## config.mk

```make
export PLATFORM = sky130hd
export DESIGN_NAME = rotated_framebuffer_draw_engine_top
export DESIGN_NICKNAME = d
export VERILOG_FILES = /design/src/rtl/rfde_pkg.sv /design/src/rtl/rotated_framebuffer_draw_engine_top.sv /design/src/rtl/rfde_controller.sv /design/src/rtl/rfde_datapath.sv
export SDC_FILE = /design/constraint.sdc
export NUM_CORES = 1
export LEC_CHECK = 0
export BUFFER_PORTS_ARGS = -buffer_cell sky130_fd_sc_hd__buf_2
export CAP_MARGIN = 20
export CORE_ASPECT_RATIO = 1.2
export CORE_UTILIZATION = 40
export DETAILED_ROUTE_END_ITERATION = 16
export PLACE_DENSITY = 0.64
export SETUP_SLACK_MARGIN = 0.05
export SLEW_MARGIN = 30
export SYNTH_ARGS = -nofsm -noshare
export SYNTH_HDL_FRONTEND = slang
export SYNTH_SLANG_ARGS = --single-unit
export TNS_END_PERCENT = 100
```

## constraint.sdc

```tcl
create_clock -name clk_i -period 8.7 [get_ports clk_i]
set_input_delay 1.305 -clock clk_i [delete_from_list [all_inputs] [get_ports clk_i]]
set_output_delay 1.305 -clock clk_i [all_outputs]
set_load 0.01 [all_outputs]
```

## src/rtl/rfde_pkg.sv

```systemverilog
package rfde_pkg;

  // Built frame size and derived widths.
  localparam int MAX_WIDTH  = 128;
  localparam int MAX_HEIGHT = 64;
  localparam int XW         = (MAX_WIDTH > 1) ? $clog2(MAX_WIDTH) : 1;
  localparam int YW         = (MAX_HEIGHT > 1) ? $clog2(MAX_HEIGHT) : 1;
  localparam int ADDR_W     = 1 + YW + XW;
  localparam int AW_W       = $clog2(MAX_WIDTH + 1);
  localparam int AH_W       = $clog2(MAX_HEIGHT + 1);

  // Field widths.
  localparam int KIND_W  = 3;
  localparam int POS_W   = 16;
  localparam int PIX_W   = 16;
  localparam int CNT_W   = 14;
  localparam int C_W     = 18;

  // Slave-side tdata layout, lowest bit first.
  localparam int KIND_LSB  = 0;
  localparam int X_LSB     = KIND_LSB + KIND_W;
  localparam int Y_LSB     = X_LSB + POS_W;
  localparam int RW_LSB    = Y_LSB + POS_W;
  localparam int RH_LSB    = RW_LSB + POS_W;
  localparam int COLOR_LSB = RH_LSB + POS_W;
  localparam int IN_DATA_W = ((COLOR_LSB + PIX_W + 7) / 8) * 8;

  localparam int OUT_DATA_W = 1 + CNT_W + 1;

  // Configuration registers.
  localparam int CFG_IDX_W  = 2;
  localparam int CFG_DATA_W = 8;
  localparam int FW_W       = 8;
  localparam int FH_W       = 7;
  localparam int ROT_W      = 2;
  localparam logic [CFG_IDX_W-1:0] CFG_FRAME_WIDTH  = 2'd0;
  localparam logic [CFG_IDX_W-1:0] CFG_FRAME_HEIGHT = 2'd1;
  localparam logic [CFG_IDX_W-1:0] CFG_ROTATION     = 2'd2;
  localparam logic [FW_W-1:0]      FW_RESET         = 8'd128;
  localparam logic [FH_W-1:0]      FH_RESET         = 7'd64;
  localparam logic [ROT_W-1:0]     ROT_RESET        = 2'd0;
  localparam logic [ROT_W-1:0]     ROT_MIRROR       = 2'd2;

  typedef enum logic [KIND_W-1:0] {
    KIND_FILL_SCREEN = 3'd0,
    KIND_FILL_RECT   = 3'd1,
    KIND_PUT_PIXEL   = 3'd2,
    KIND_BLIT_START  = 3'd3,
    KIND_BLIT_PIXEL  = 3'd4,
    KIND_COMMIT      = 3'd5
  } kind_e;

  typedef struct packed {
    logic clear_step;
    logic accept;
    logic setup;
    logic run_step;
    logic load_result;
  } cmd_t;

  typedef struct packed {
    logic clear_last;
    logic long_kind;
    logic setup_empty;
    logic run_last;
  } sts_t;

endpackage

```

## src/rtl/rotated_framebuffer_draw_engine_top.sv

```systemverilog
// Channel     | Direction | Signals                  | Contents (lowest bit first)
// ------------+-----------+--------------------------+-----------------------------------------
// command     | in        | s_tvalid/s_tready/s_tdata | kind, x_pos, y_pos, rect_width,
//             |           |                          | rect_height, color, zero pad to 88 bits
// result      | out       | m_tvalid/m_tready/m_tdata | status, pixels_written, front_index
// config      | in        | cfg_we/cfg_idx/cfg_data  | frame_width, frame_height, rotation
//
// Write pixel, blit start, blit pixel and unused kinds: one item per cycle unless held.
// Fills and commit write the pixels of their region one by one through the single
// memory write port; the commit copy and the screen fill cover the active frame.
// After reset a clearing pass writes zero to all 2 * 128 * 64 = 16384 pixels, one per
// cycle, before the first item is taken; configuration writes are taken during it.
// A result that waits unaccepted holds the next item off until it is taken.
module rotated_framebuffer_draw_engine_top (
  input  logic                             clk_i,
  input  logic                             rst_ni,
  input  logic                             cfg_we_i,
  input  logic [rfde_pkg::CFG_IDX_W-1:0]   cfg_idx_i,
  input  logic [rfde_pkg::CFG_DATA_W-1:0]  cfg_data_i,
  input  logic                             s_tvalid_i,
  output logic                             s_tready_o,
  // kind[2:0], x_pos[18:3], y_pos[34:19], rect_width[50:35], rect_height[66:51],
  // color[82:67], zero[87:83]
  input  logic [rfde_pkg::IN_DATA_W-1:0]   s_tdata_i,
  output logic                             m_tvalid_o,
  input  logic                             m_tready_i,
  // status[0], pixels_written[14:1], front_index[15]
  output logic [rfde_pkg::OUT_DATA_W-1:0]  m_tdata_o
);

  rfde_pkg::cmd_t cmd;
  rfde_pkg::sts_t sts;

  rfde_controller u_ctrl (
    .clk_i      (clk_i),
    .rst_ni     (rst_ni),
    .s_tvalid_i (s_tvalid_i),
    .s_tready_o (s_tready_o),
    .m_tvalid_o (m_tvalid_o),
    .m_tready_i (m_tready_i),
    .cmd_o      (cmd),
    .sts_i      (sts)
  );

  rfde_datapath u_dp (
    .clk_i      (clk_i),
    .rst_ni     (rst_ni),
    .cmd_i      (cmd),
    .sts_o      (sts),
    .cfg_we_i   (cfg_we_i),
    .cfg_idx_i  (cfg_idx_i),
    .cfg_data_i (cfg_data_i),
    .in_data_i  (s_tdata_i),
    .out_data_o (m_tdata_o)
  );

endmodule

```

## src/rtl/rfde_controller.sv

```systemverilog
module rfde_controller (
  input  logic           clk_i,
  input  logic           rst_ni,
  input  logic           s_tvalid_i,
  output logic           s_tready_o,
  output logic           m_tvalid_o,
  input  logic           m_tready_i,
  output rfde_pkg::cmd_t cmd_o,
  input  rfde_pkg::sts_t sts_i
);

  typedef enum logic [2:0] {
    ST_CLEAR,
    ST_IDLE,
    ST_SETUP,
    ST_RUN,
    ST_DONE
  } state_e;

  state_e state_q;
  logic   m_valid_q;
  logic   out_free;
  logic   accept;

  assign out_free   = !m_valid_q || m_tready_i;
  assign s_tready_o = (state_q == ST_IDLE) && out_free;
  assign accept     = s_tvalid_i && s_tready_o;
  assign m_tvalid_o = m_valid_q;

  assign cmd_o.clear_step  = (state_q == ST_CLEAR);
  assign cmd_o.accept      = accept;
  assign cmd_o.setup       = (state_q == ST_SETUP);
  assign cmd_o.run_step    = (state_q == ST_RUN);
  assign cmd_o.load_result = (state_q == ST_DONE) && out_free;

  always_ff @(posedge clk_i or negedge rst_ni) begin
    if (!rst_ni) begin
      state_q   <= ST_CLEAR;
      m_valid_q <= 1'b0;
    end else begin
      m_valid_q <= (m_valid_q && !m_tready_i) || (accept && !sts_i.long_kind) ||
                   cmd_o.load_result;
      case (state_q)
        ST_CLEAR: begin
          if (sts_i.clear_last) state_q <= ST_IDLE;
        end
        ST_IDLE: begin
          if (accept && sts_i.long_kind) state_q <= ST_SETUP;
        end
        ST_SETUP: begin
          state_q <= sts_i.setup_empty ? ST_DONE : ST_RUN;
        end
        ST_RUN: begin
          if (sts_i.run_last) state_q <= ST_DONE;
        end
        ST_DONE: begin
          if (out_free) state_q <= ST_IDLE;
        end
        default: state_q <= ST_IDLE;
      endcase
    end
  end

endmodule

```

## src/rtl/rfde_datapath.sv

```systemverilog
module rfde_datapath (
  input  logic                               clk_i,
  input  logic                               rst_ni,
  input  rfde_pkg::cmd_t                     cmd_i,
  output rfde_pkg::sts_t                     sts_o,
  input  logic                               cfg_we_i,
  input  logic [rfde_pkg::CFG_IDX_W-1:0]     cfg_idx_i,
  input  logic [rfde_pkg::CFG_DATA_W-1:0]    cfg_data_i,
  input  logic [rfde_pkg::IN_DATA_W-1:0]     in_data_i,
  output logic [rfde_pkg::OUT_DATA_W-1:0]    out_data_o
);

  localparam int XW     = rfde_pkg::XW;
  localparam int YW     = rfde_pkg::YW;
  localparam int ADDR_W = rfde_pkg::ADDR_W;
  localparam int AW_W   = rfde_pkg::AW_W;
  localparam int AH_W   = rfde_pkg::AH_W;
  localparam int C_W    = rfde_pkg::C_W;
  localparam int POS_W  = rfde_pkg::POS_W;
  localparam int PIX_W  = rfde_pkg::PIX_W;
  localparam int CNT_W  = rfde_pkg::CNT_W;

  // Configuration.
  logic [rfde_pkg::FW_W-1:0]  fw_q;
  logic [rfde_pkg::FH_W-1:0]  fh_q;
  logic [rfde_pkg::ROT_W-1:0] rot_q;
  logic [AW_W-1:0]            aw;
  logic [AH_W-1:0]            ah;
  logic signed [C_W-1:0]      aw_s;
  logic signed [C_W-1:0]      ah_s;
  logic                       mirror;

  // Input item fields.
  rfde_pkg::kind_e            kind_in;
  logic signed [POS_W-1:0]    x_in;
  logic signed [POS_W-1:0]    y_in;
  logic signed [POS_W-1:0]    rw_in;
  logic signed [POS_W-1:0]    rh_in;
  logic [PIX_W-1:0]           color_in;
  logic                       long_kind;
  logic                       start_ok;

  // Latched operands of a multi-cycle item.
  rfde_pkg::kind_e            kind_q;
  logic signed [POS_W-1:0]    x_q;
  logic signed [POS_W-1:0]    y_q;
  logic signed [POS_W-1:0]    rw_q;
  logic signed [POS_W-1:0]    rh_q;
  logic [PIX_W-1:0]           color_q;

  // Blit state.
  logic signed [POS_W-1:0]    ax_q;
  logic signed [POS_W-1:0]    ay_q;
  logic [POS_W-1:0]           bw_q;
  logic [POS_W-1:0]           bh_q;
  logic [POS_W-1:0]           col_q;
  logic [POS_W-1:0]           row_q;
  logic                       open_q;
  logic [POS_W-1:0]           col_nx;
  logic [POS_W-1:0]           row_nx;

  logic                       front_q;

  // Single pixel path.
  logic signed [C_W-1:0]      px;
  logic signed [C_W-1:0]      py;
  logic                       in_bounds;
  logic [XW-1:0]              px_lo;
  logic [YW-1:0]              py_lo;
  logic [XW-1:0]              mx;
  logic [YW-1:0]              my;
  logic                       put_we;

  // Region setup.
  logic signed [C_W-1:0]      xq_s, yq_s, rwq_s, rhq_s;
  logic signed [C_W-1:0]      x0, x1, y0, y1;
  logic signed [C_W-1:0]      x0c, x1c, y0c, y1c;
  logic                       setup_empty;
  logic signed [C_W-1:0]      span_w_s;
  logic signed [C_W-1:0]      span_h_s;

  // Region walk.
  logic [XW-1:0]              lx0_q, lx1_q, cx_q;
  logic [YW-1:0]              ly1_q, cy_q;
  logic [AW_W-1:0]            span_w_q;
  logic [AH_W-1:0]            span_h_q;
  logic                       empty_q;
  logic                       run_last;
  logic                       copy_mode;

  // Pixel memory.
  logic [PIX_W-1:0]           mem_q [2**ADDR_W];
  logic [ADDR_W-1:0]          clr_cnt_q;
  logic                       wr_pend_q;
  logic [ADDR_W-1:0]          wa_q;
  logic [PIX_W-1:0]           rd_q;
  logic                       we;
  logic [ADDR_W-1:0]          waddr;
  logic [PIX_W-1:0]           wdata;
  logic [ADDR_W-1:0]          raddr;

  // Result.
  logic                       res_status_q;
  logic [CNT_W-1:0]           res_count_q;
  logic                       res_front_q;
  logic                       single_status;
  logic [CNT_W-1:0]           single_count;
  logic [AW_W+AH_W-1:0]       area;

  // ---------------------------------------------------------------------------
  // Configuration registers and active frame size.
  always_ff @(posedge clk_i or negedge rst_ni) begin
    if (!rst_ni) begin
      fw_q  <= rfde_pkg::FW_RESET;
      fh_q  <= rfde_pkg::FH_RESET;
      rot_q <= rfde_pkg::ROT_RESET;
    end else if (cfg_we_i) begin
      case (cfg_idx_i)
        rfde_pkg::CFG_FRAME_WIDTH:  fw_q  <= cfg_data_i[rfde_pkg::FW_W-1:0];
        rfde_pkg::CFG_FRAME_HEIGHT: fh_q  <= cfg_data_i[rfde_pkg::FH_W-1:0];
        rfde_pkg::CFG_ROTATION:     rot_q <= cfg_data_i[rfde_pkg::ROT_W-1:0];
        default: ;
      endcase
    end
  end

  // A size of zero counts as one, anything above the built maximum as the maximum.
  assign aw = (fw_q == '0) ? AW_W'(1) :
              ((32'(fw_q) > rfde_pkg::MAX_WIDTH) ? AW_W'(rfde_pkg::MAX_WIDTH) : AW_W'(fw_q));
  assign ah = (fh_q == '0) ? AH_W'(1) :
              ((32'(fh_q) > rfde_pkg::MAX_HEIGHT) ? AH_W'(rfde_pkg::MAX_HEIGHT) : AH_W'(fh_q));
  assign aw_s   = C_W'(aw);
  assign ah_s   = C_W'(ah);
  assign mirror = (rot_q == rfde_pkg::ROT_MIRROR);

  // ---------------------------------------------------------------------------
  // Input fields.
  assign kind_in  = rfde_pkg::kind_e'(in_data_i[rfde_pkg::KIND_LSB +: rfde_pkg::KIND_W]);
  assign x_in     = in_data_i[rfde_pkg::X_LSB +: POS_W];
  assign y_in     = in_data_i[rfde_pkg::Y_LSB +: POS_W];
  assign rw_in    = in_data_i[rfde_pkg::RW_LSB +: POS_W];
  assign rh_in    = in_data_i[rfde_pkg::RH_LSB +: POS_W];
  assign color_in = in_data_i[rfde_pkg::COLOR_LSB +: PIX_W];

  assign long_kind = kind_in inside {rfde_pkg::KIND_FILL_SCREEN, rfde_pkg::KIND_FILL_RECT,
                                     rfde_pkg::KIND_COMMIT};
  assign start_ok  = !rw_in[POS_W-1] && (rw_in != '0) && !rh_in[POS_W-1] && (rh_in != '0);

  // ---------------------------------------------------------------------------
  // Single pixel: a plain write or the next pixel of the open blit.
  always_comb begin
    if (kind_in == rfde_pkg::KIND_BLIT_PIXEL) begin
      px = C_W'(ax_q) + C_W'(col_q);
      py = C_W'(ay_q) + C_W'(row_q);
    end else begin
      px = C_W'(x_in);
      py = C_W'(y_in);
    end
  end

  assign in_bounds = !px[C_W-1] && !py[C_W-1] && (px < aw_s) && (py < ah_s);
  assign px_lo     = px[XW-1:0];
  assign py_lo     = py[YW-1:0];
  assign mx = mirror ? XW'(aw - AW_W'(1) - AW_W'(px_lo)) : px_lo;
  assign my = mirror ? YW'(ah - AH_W'(1) - AH_W'(py_lo)) : py_lo;

  assign put_we = cmd_i.accept && in_bounds &&
                  ((kind_in == rfde_pkg::KIND_PUT_PIXEL) ||
                   ((kind_in == rfde_pkg::KIND_BLIT_PIXEL) && open_q));

  always_comb begin
    single_status = 1'b1;
    single_count  = '0;
    case (kind_in)
      rfde_pkg::KIND_PUT_PIXEL: begin
        single_status = !in_bounds;
        single_count  = CNT_W'(in_bounds);
      end
      rfde_pkg::KIND_BLIT_START: begin
        single_status = !start_ok;
      end
      rfde_pkg::KIND_BLIT_PIXEL: begin
        if (open_q) begin
          single_status = !in_bounds;
          single_count  = CNT_W'(in_bounds);
        end
      end
      default: ;
    endcase
  end

  assign col_nx = col_q + POS_W'(1);
  assign row_nx = row_q + POS_W'(1);

  always_ff @(posedge clk_i or negedge rst_ni) begin
    if (!rst_ni) begin
      ax_q    <= '0;
      ay_q    <= '0;
      bw_q    <= '0;
      bh_q    <= '0;
      col_q   <= '0;
      row_q   <= '0;
      open_q  <= 1'b0;
      front_q <= 1'b0;
    end else if (cmd_i.accept) begin
      case (kind_in)
        rfde_pkg::KIND_BLIT_START: begin
          ax_q   <= x_in;
          ay_q   <= y_in;
          bw_q   <= rw_in;
          bh_q   <= rh_in;
          col_q  <= '0;
          row_q  <= '0;
          open_q <= start_ok;
        end
        rfde_pkg::KIND_BLIT_PIXEL: begin
          // The spans are positive while a blit is open, so unsigned compares hold.
          if (open_q) begin
            if (col_nx >= bw_q) begin
              col_q <= '0;
              if (row_nx >= bh_q) begin
                row_q  <= '0;
                open_q <= 1'b0;
              end else begin
                row_q <= row_nx;
              end
            end else begin
              col_q <= col_nx;
            end
          end
        end
        rfde_pkg::KIND_COMMIT: begin
          front_q <= !front_q;
        end
        default: ;
      endcase
    end
  end

  // ---------------------------------------------------------------------------
  // Region setup for fills and the commit copy.
  always_ff @(posedge clk_i) begin
    if (cmd_i.accept) begin
      kind_q  <= kind_in;
      x_q     <= x_in;
      y_q     <= y_in;
      rw_q    <= rw_in;
      rh_q    <= rh_in;
      color_q <= color_in;
    end
  end

  assign xq_s  = C_W'(x_q);
  assign yq_s  = C_W'(y_q);
  assign rwq_s = C_W'(rw_q);
  assign rhq_s = C_W'(rh_q);

  always_comb begin
    if (mirror) begin
      x0 = aw_s - xq_s - rwq_s;
      x1 = aw_s - C_W'(1) - xq_s;
      y0 = ah_s - yq_s - rhq_s;
      y1 = ah_s - C_W'(1) - yq_s;
    end else begin
      x0 = xq_s;
      x1 = xq_s + rwq_s - C_W'(1);
      y0 = yq_s;
      y1 = yq_s + rhq_s - C_W'(1);
    end
    if (kind_q == rfde_pkg::KIND_FILL_RECT) begin
      x0c = x0[C_W-1] ? '0 : x0;
      y0c = y0[C_W-1] ? '0 : y0;
      x1c = (x1 >= aw_s) ? aw_s - C_W'(1) : x1;
      y1c = (y1 >= ah_s) ? ah_s - C_W'(1) : y1;
      setup_empty = rw_q[POS_W-1] || (rw_q == '0) || rh_q[POS_W-1] || (rh_q == '0) ||
                    (x0c > x1c) || (y0c > y1c);
    end else begin
      x0c = '0;
      y0c = '0;
      x1c = aw_s - C_W'(1);
      y1c = ah_s - C_W'(1);
      setup_empty = 1'b0;
    end
  end

  assign span_w_s = x1c - x0c + C_W'(1);
  assign span_h_s = y1c - y0c + C_W'(1);

  // ---------------------------------------------------------------------------
  // Region walk in row order, one pixel a cycle.
  assign run_last  = (cx_q == lx1_q) && (cy_q == ly1_q);
  assign copy_mode = (kind_q == rfde_pkg::KIND_COMMIT);

  always_ff @(posedge clk_i) begin
    if (cmd_i.setup) begin
      lx0_q    <= x0c[XW-1:0];
      lx1_q    <= x1c[XW-1:0];
      ly1_q    <= y1c[YW-1:0];
      cx_q     <= x0c[XW-1:0];
      cy_q     <= y0c[YW-1:0];
      span_w_q <= span_w_s[AW_W-1:0];
      span_h_q <= span_h_s[AH_W-1:0];
      empty_q  <= setup_empty;
    end else if (cmd_i.run_step) begin
      if (cx_q == lx1_q) begin
        cx_q <= lx0_q;
        cy_q <= cy_q + YW'(1);
      end else begin
        cx_q <= cx_q + XW'(1);
      end
    end
  end

  // ---------------------------------------------------------------------------
  // Pixel memory: one write port, one registered read port for the commit copy.
  // The copy reads the new front plane and writes the back plane in the cycle after each read.
  always_comb begin
    we    = 1'b1;
    waddr = clr_cnt_q;
    wdata = '0;
    if (cmd_i.clear_step) begin
      waddr = clr_cnt_q;
    end else if (wr_pend_q) begin
      waddr = wa_q;
      wdata = rd_q;
    end else if (cmd_i.run_step && !copy_mode) begin
      waddr = {!front_q, cy_q, cx_q};
      wdata = color_q;
    end else if (put_we) begin
      waddr = {!front_q, my, mx};
      wdata = color_in;
    end else begin
      we = 1'b0;
    end
  end

  assign raddr = {front_q, cy_q, cx_q};

  always_ff @(posedge clk_i) begin
    if (we) mem_q[waddr] <= wdata;
    if (cmd_i.run_step && copy_mode) begin
      rd_q <= mem_q[raddr];
      wa_q <= {!front_q, cy_q, cx_q};
    end
  end

  always_ff @(posedge clk_i or negedge rst_ni) begin
    if (!rst_ni) begin
      clr_cnt_q <= '0;
      wr_pend_q <= 1'b0;
    end else begin
      if (cmd_i.clear_step) clr_cnt_q <= clr_cnt_q + ADDR_W'(1);
      wr_pend_q <= cmd_i.run_step && copy_mode;
    end
  end

  // ---------------------------------------------------------------------------
  // Result register.
  assign area = (AW_W+AH_W)'(span_w_q) * (AW_W+AH_W)'(span_h_q);

  always_ff @(posedge clk_i) begin
    if (cmd_i.accept && !long_kind) begin
      res_status_q <= single_status;
      res_count_q  <= single_count;
      res_front_q  <= front_q;
    end else if (cmd_i.load_result) begin
      res_status_q <= empty_q;
      res_count_q  <= empty_q ? '0 : area[CNT_W-1:0];
      res_front_q  <= front_q;
    end
  end

  assign out_data_o = {res_front_q, res_count_q, res_status_q};

  assign sts_o.clear_last  = &clr_cnt_q;
  assign sts_o.long_kind   = long_kind;
  assign sts_o.setup_empty = setup_empty;
  assign sts_o.run_last    = run_last;

endmodule
```

# == After elaboration in Yosys (flattened, before gate mapping) ==
# Cells that the tools add are included.
# op_classes
n_addsub,23
muxes,53
n_reduce_logical,56
multipliers,1
n_eq_ne,21
n_lt_le_gt_ge,10
# op_table
op,count
$mux W18,8
$mux W16,5
$pmux W16 S2,2
$mux W7,7
$mux W14,3
$add A16 B17 Y18,2
$gt A18 B18 Y1,2
$sub A17 B16 Y18,2
$sub A18 B2 Y18 const B,2
$add A16 B16 Y17,2
$mux W17,2
$sub A8 B16 Y17,2
$sub A9 B16 Y17,2
$add A16 B1 Y16 const B,2
$ge A16 B16 Y1,2
$logic_not A16 Y1,2
$mux W8,4
$reduce_bool A16 Y1,2
$pmux W14 S2,1
$ge A18 B8 Y1,1
$ge A18 B9 Y1,1
$lt A18 B8 Y1,1
$lt A18 B9 Y1,1
$mux W6,3
39 further kinds,103
# totals
output_inout_bits,18
ff_bits,265
word_cells,194
in_bits,103

# == Longest topological paths before layout ==
# depth
ltp_word,14
depth_mapped,38
depth_no_buf,36

# == Cells and area by module ==
# Synthesis repeated with hierarchy kept, for this count alone.
# unflattened
cells_unflattened,2679
area_unflattened_um2,24348.4
# modules_own_cells
mod,seq_area_each_um2,cells_per_inst,instances,area_per_inst_um2
rfde_datapath,7194.4,2641,1,24048.1
rfde_controller,100.1,38,1,300.3

# == Worst setup path after synthesis ==
# No wires, ideal clock.
# synth_timing
path_type,register to register
startpoint,reg u_dp.fw_q[4] (netlist name)
endpoint,reg u_ctrl.state_q[2]
t_required_ns,8.579
setup_ns,0.121
path_slack_ns,1.540
path_buffers,2
t_arrival_ns,7.039
synth_period_minus_slack_ns,7.160
path_stages_with_launch,39
path_cell_list,dfrtp_1 > nor3_1 > a21oi_1 > nor2_1 > inv_1 > ha_1 > nand3_1 > o21ai_0 > a21oi_1 > ha_1 > a21o_1 > a21o_1 > o31a_1 > nand2_1 > xnor2_1 > nor2_1 > a31oi_1 > ha_1 > [3 not listed] > or4_4 > o21bai_4 > buf_8 > buf_2 > nand2_1 > o21ai_0 > ha_1 > nor2b_1 > o21ai_0 > o211ai_1 > a21oi_1 > o21ai_0 > a221o_1 > a21oi_1 > o21ai_0 > nor4b_1 > o221ai_1 > a22o_1
# synth_via
elab_chain_len,14
elab_cells_between_ends,19
classes_between,add/sub: 4; order compare: 3; mux: 9; reduce/logical: 3
# synth_lines
item,line,rtl
"start, declared",rfde_datapath.sv:24,logic [rfde_pkg::FW_W-1:0] fw_q;
"start signal, assigned",rfde_datapath.sv:114,fw_q <= rfde_pkg::FW_RESET;
"start signal, assigned",rfde_datapath.sv:119,rfde_pkg::CFG_FRAME_WIDTH: fw_q <= cfg_data_i[rfde_pkg::FW_W-1:0];
$gt A8 B8 Y1,rfde_datapath.sv:129,((32'(fw_q) > rfde_pkg::MAX_WIDTH) ? AW_W'(rfde_pkg::MAX_WIDTH) : AW_W'(fw_q));
$mux W8,rfde_datapath.sv:129,
$mux W8 *,rfde_datapath.sv:128,assign aw = (fw_q == '0) ? AW_W'(1) :
$sub A8 B1 Y9,"rfde_datapath.sv:261, rfde_datapath.sv:273",
$sub A9 B16 Y17,rfde_datapath.sv:261,x1 = aw_s - C_W'(1) - xq_s;
$mux W18,rfde_datapath.sv:259,if (mirror) begin
$ge A18 B9 Y1,rfde_datapath.sv:273,x1c = (x1 >= aw_s) ? aw_s - C_W'(1) : x1;
$mux W18,rfde_datapath.sv:273,
$gt A18 B18 Y1 *,rfde_datapath.sv:276,(x0c > x1c) || (y0c > y1c);
$logic_or A1 B1 Y1 *,rfde_datapath.sv:275,setup_empty = rw_q[POS_W-1] || (rw_q == '0) || rh_q[POS_W-1] || (rh_q == '0) ||
$logic_or A1 B1 Y1 *,rfde_datapath.sv:276,
$mux W1 *,rfde_datapath.sv:270,if (kind_q == rfde_pkg::KIND_FILL_RECT) begin
$mux W3 *,rfde_controller.sv:51,state_q <= sts_i.setup_empty ? ST_DONE : ST_RUN;
$pmux W3 S5 *,rfde_controller.sv:43,case (state_q)
"end signal, assigned",rfde_controller.sv:51,
"end, declared",rfde_controller.sv:20,state_e state_q;
# Every way passes the cells marked *; elsewhere a longest branch is shown, timed or not.
# A chain may end at the register's enable or synchronous reset.

# == Worst setup path in the final report ==
# layout_timing
startpoint,reg u_dp.fw_q[3] (netlist name)
endpoint,reg u_ctrl.state_q[2]
# Same word-level chain as after synthesis.

==> parameters.txt <==
Parameter                              Value

STA
  Final setup margin ... 0.725 ns
  Number of pins with negative max-slew slack in the final report ... 0
  Final hold vios ... 0
  Setup TNS after final layout ... 0 ns
  Skew final ... between 0.01 and 0.015 ns
  Actual slew at the worst max-slew pin ... 0.927 ns
  RSZ-0062 raised after global routing ... no
  Worst slew slack as a fraction of its limit ... 37.7%
  Final min period ... about 8.0 ns
  Share of the cycle needed by the critical path after routing ... 91.7%
  Max Clk Rate ... 0.125 GHz
  Setup violation total in the final timing report ... 0

Synth
  Synthesized instance count ... 2,725
  Main flop type after synthesis ... sky130_fd_sc_hd__edfxtp_1
  Main area contributors after synthesis ... sky130_fd_sc_hd__ha_1, sky130_fd_sc_hd__edfxtp_1, sky130_fd_sc_hd__dfrtp_1
  Area share of the leading cell type in the synthesized netlist ... 16.3%
  Biggest area consumer among synthesized cells ... sky130_fd_sc_hd__ha_1
  Number of synthesized register bits ... 265
  Avg Cell Area, Syn ... 9.02 sq um
  Count of flip-flops with a built-in enable after synthesis ... 132
  Share of flip-flops with an asynchronous set or reset after synthesis ... 50.2%
  Cell area after technology mapping ... roughly 25,000 sq um
  Proportion of synthesized chip area in sequential cells ... ~30%
  Number of synthesis warnings ... 0
  Synth unique cells ... approximately 100

Routing
  Number of design-rule violations left by the first detailed-router iteration ... around 1,300
  Detailed-routing iteration count for the pre-antenna-repair pass ... 7
  Drt drc ... 0
  Drt wl/cell ... 18.2 um
  Detailed-route wire length ... 66,500 um
  Vias after detailed routing ... between 20,000 and 25,000
  Via-per-instance ratio ... 5.54
  Antenna violation net count after detailed routing ... 0

Setup path
  Last element of the critical path ... u_ctrl.state_q[2]
  Cell count of the worst reg-to-reg path ... 35
  Startpoint Class ... flop
  Maximum fanout along the worst path ... 14
  Crit end category ... flop
  Endpoint of the worst-slack reg-to-reg timing path ... u_ctrl.state_q[2]
  Bufs and invs on worst path ... 2
  Delay-heaviest family, CP ... compound AO/OA/AOI/OAI gates
  Arrival @ worst endpoint ... 8.44 ns
  Worst setup path category ... flop to flop
  Critical Path Stages ... 35
  Critical path's largest stage delay ... 0.54 ns
  Critical path startpoint ... u_dp.fw_q[3]
  Required time at the endpoint of the critical path ... 9.17 ns
  Startpoint of the lowest-slack register-to-register path ... u_dp.fw_q[3]
  Worst path slowest cell ... sky130_fd_sc_hd__or4_4
  Register-to-register path setup slack ... just over 0.7 ns

Clock network
  Buffers from clock root to sink, at most ... 3
  H-tree lvl count ... 1
  Clock transition at path regs ... 0.06 ns
  Clock Tree Root ... sky130_fd_sc_hd__clkbuf_16
  CTS Buf Count ... 30
  Cts-stage hold buffer count ... 0
  Post-CTS setup-driven buffer insertion count ... 0
  Gates resized, CTS repair ... 0
  TritonCTS clock tree ... yes
  Clock sink count ... 265
  Clk Latency, worst-skew pair ... slightly below 0.6 ns

Final layout
  Count of nets after finishing ... 3,298
  Area overhead of the layout relative to synthesis ... 10.4%
  Ratio of cells with drive above 1 in the final layout ... about a tenth

Die
  Standard cell core area ... 60,800 sq um
  Number of core rows ... 99
  Overall die area ... 62,400 sq um
  X dimension of the die ... around 230 um
  Initial Util ... 40.4%
  Top-Level Pins ... between 100 and 150
  Die height ... 273 um

Run status
  Run status ... completed

Pwr
  Leakage Power ... around 13 nW
  Power per cell area ... 151 nW/um^2
  Total power draw ... 0.00409 W
  IR drop worst, VDD ... 0.161 mV

Hold path
  Hold WC Path Type ... flop to flop
  Worst Hold Path Cells ... 0

Global routing
  Number of antenna violations at the first check in global routing ... 3
  Number of global-route vias before repair ... 20,100
  GRT Resource Usage Total ... 20.9%
  Wire length of the first global-routing pass ... 106,000 um
  Remaining global-route overflow ... 0
  Maximum number of pins on one net before global-route repair ... 75

Placement
  Post-placement setup slack ... 0.688 ns
  HPWL after DPL ... 53,900 um
  Gpl congestion ... ~0.95
  Count of buffers from port buffering ... 99

Flow run
  # Max-Cap Violations ... 0
[metal layers]
metal	part of all wire, %	GRT usage, %	wire, um	up-vias
li1	-	-	-	9892
met1	44	26.1	29000	9732
met2	49	37.3	32400	505
met3	4.5	2.57	2970	119
met4	3.2	6.84	2150	2
met5	0.012	0	8	-
[state kept, by name, indices dropped and copies added, names as in the netlist, 8 cells and up]
name / flops
u_dp.x_q: 16
u_dp.rw_q: 16
u_dp.bh_q: 16
u_dp.y_q: 16
u_dp.clr_cnt_q: 14
u_dp.ay_q: 16
u_dp.col_q: 16
u_dp.res_count_q: 14
u_dp.row_q: 16
u_dp.bw_q: 16
u_dp.span_w_q: 8
u_dp.fw_q: 8
u_dp.rh_q: 16
u_dp.ax_q: 16
[cell usage after synthesis (8+ instances only)]
cell type,number
sky130_fd_sc_hd__ha_1,320
sky130_fd_sc_hd__nand2_1,301
sky130_fd_sc_hd__inv_1,242
sky130_fd_sc_hd__o21ai_0,180
sky130_fd_sc_hd__nor2_1,163
sky130_fd_sc_hd__a21oi_1,162
sky130_fd_sc_hd__edfxtp_1,132
sky130_fd_sc_hd__dfrtp_1,131
sky130_fd_sc_hd__xnor2_1,112
sky130_fd_sc_hd__a21o_1,76
sky130_fd_sc_hd__xor2_1,74
sky130_fd_sc_hd__nand3_1,69
sky130_fd_sc_hd__nor3_1,54
sky130_fd_sc_hd__mux2_2,52
sky130_fd_sc_hd__fa_1,51
sky130_fd_sc_hd__clkbuf_1,40
sky130_fd_sc_hd__nand2b_1,40
sky130_fd_sc_hd__nor2b_1,38
sky130_fd_sc_hd__o21a_1,34
sky130_fd_sc_hd__and2_1,31
sky130_fd_sc_hd__mux2i_1,29
sky130_fd_sc_hd__nor4_1,27
sky130_fd_sc_hd__or3_1,27
sky130_fd_sc_hd__nand4_1,22
sky130_fd_sc_hd__a31oi_1,21
sky130_fd_sc_hd__o21bai_1,17
sky130_fd_sc_hd__a211oi_1,15
sky130_fd_sc_hd__buf_1,15
sky130_fd_sc_hd__o211ai_1,15
sky130_fd_sc_hd__or2_2,15
sky130_fd_sc_hd__a211o_1,14
sky130_fd_sc_hd__o31ai_1,14
sky130_fd_sc_hd__and3_1,10
sky130_fd_sc_hd__o2111ai_1,9
sky130_fd_sc_hd__o31a_1,9
sky130_fd_sc_hd__mux2_4,8
sky130_fd_sc_hd__nand3b_1,8
[through the flow]
step                utilization [%]  instance area (sq um)  cells  hold slack [ns]
floorplan                         -                  24600   2734            0.440
global route                   44.6                  27100   3656            0.483
global placement               42.8                  26000   3600            0.453
finish                         44.6                  27100   3657            0.464
CTS                            44.6                  27100   3656            0.472
detailed placement             42.8                  26100   3600            0.460
[cells by family (layout without fill, tap and decap cells)]
| family | after synthesis | in the layout | share of synthesized area (%) |
|---|---|---|---|
| xor+xnor | 187 | 187 | 6.70 |
| simple gates | 842 | 842 | 16.6 |
| fa+ha+maj | 371 | 371 | 20.5 |
| other cells | 1 | 11 | 0.0153 |
| flops | 265 | 265 | 29.7 |
| compound gates | 662 | 662 | 17.7 |
| mux | 89 | 89 | 4.05 |
| buf+inv | 308 | 422 | 4.84 |
[cell usage in the layout (no fill, tap or decap), types with 33 or more instances in the layout]
cell type,netlist,routed
sky130_fd_sc_hd__xor2_1,74,74
sky130_fd_sc_hd__fa_1,51,51
sky130_fd_sc_hd__a21o_1,76,76
sky130_fd_sc_hd__clkbuf_16,0,33
sky130_fd_sc_hd__nand2b_1,40,39
sky130_fd_sc_hd__inv_1,242,241
sky130_fd_sc_hd__a21oi_1,162,162
sky130_fd_sc_hd__o21ai_0,180,180
sky130_fd_sc_hd__nor2b_1,38,37
sky130_fd_sc_hd__ha_1,320,320
sky130_fd_sc_hd__edfxtp_1,132,132
sky130_fd_sc_hd__nor3_1,54,54
sky130_fd_sc_hd__nor2_1,163,161
sky130_fd_sc_hd__dfrtp_1,131,131
sky130_fd_sc_hd__nand3_1,69,69
sky130_fd_sc_hd__mux2_2,52,52
sky130_fd_sc_hd__nand2_1,301,301
sky130_fd_sc_hd__xnor2_1,112,112
sky130_fd_sc_hd__o21a_1,34,34
sky130_fd_sc_hd__buf_2,5,98
[worst min path at each step]
| stage | start | slack, ns | endpoint |
|---|---|---|---|
| finish | u_dp.front_q | 0.46 | u_dp.res_front_q |
| global route | u_dp.clr_cnt_q[8] | 0.48 | u_dp.clr_cnt_q[8] |
| CTS | u_dp.front_q | 0.47 | u_dp.front_q |
| detailed placement | u_dp.clr_cnt_q[8] | 0.46 | u_dp.clr_cnt_q[8] |
| global placement | u_dp.front_q | 0.45 | u_dp.res_front_q |
| floorplan | u_dp.front_q | 0.44 | u_dp.front_q |
[report_power, final]
part	switching [W]	internal, W
clock	0.000546	0.000789
sequential	0.0000388	0.00138
combinational	0.000769	0.000565
total	0.00135	0.00273
[cell type report]
class | instances | area, sq um
clock inverter | 15 | 143
clock buffer | 41 | 906
fill | 5854 | 33700
sequential | 265 | 7290
inverter | 244 | 916
antenna | 1 | 2.50
tap | 808 | 1010
timing repair buffer | 122 | 678
multi-input combinational | 2161 | 16200
Note: power is estimated with default switching activity, not from simulation.
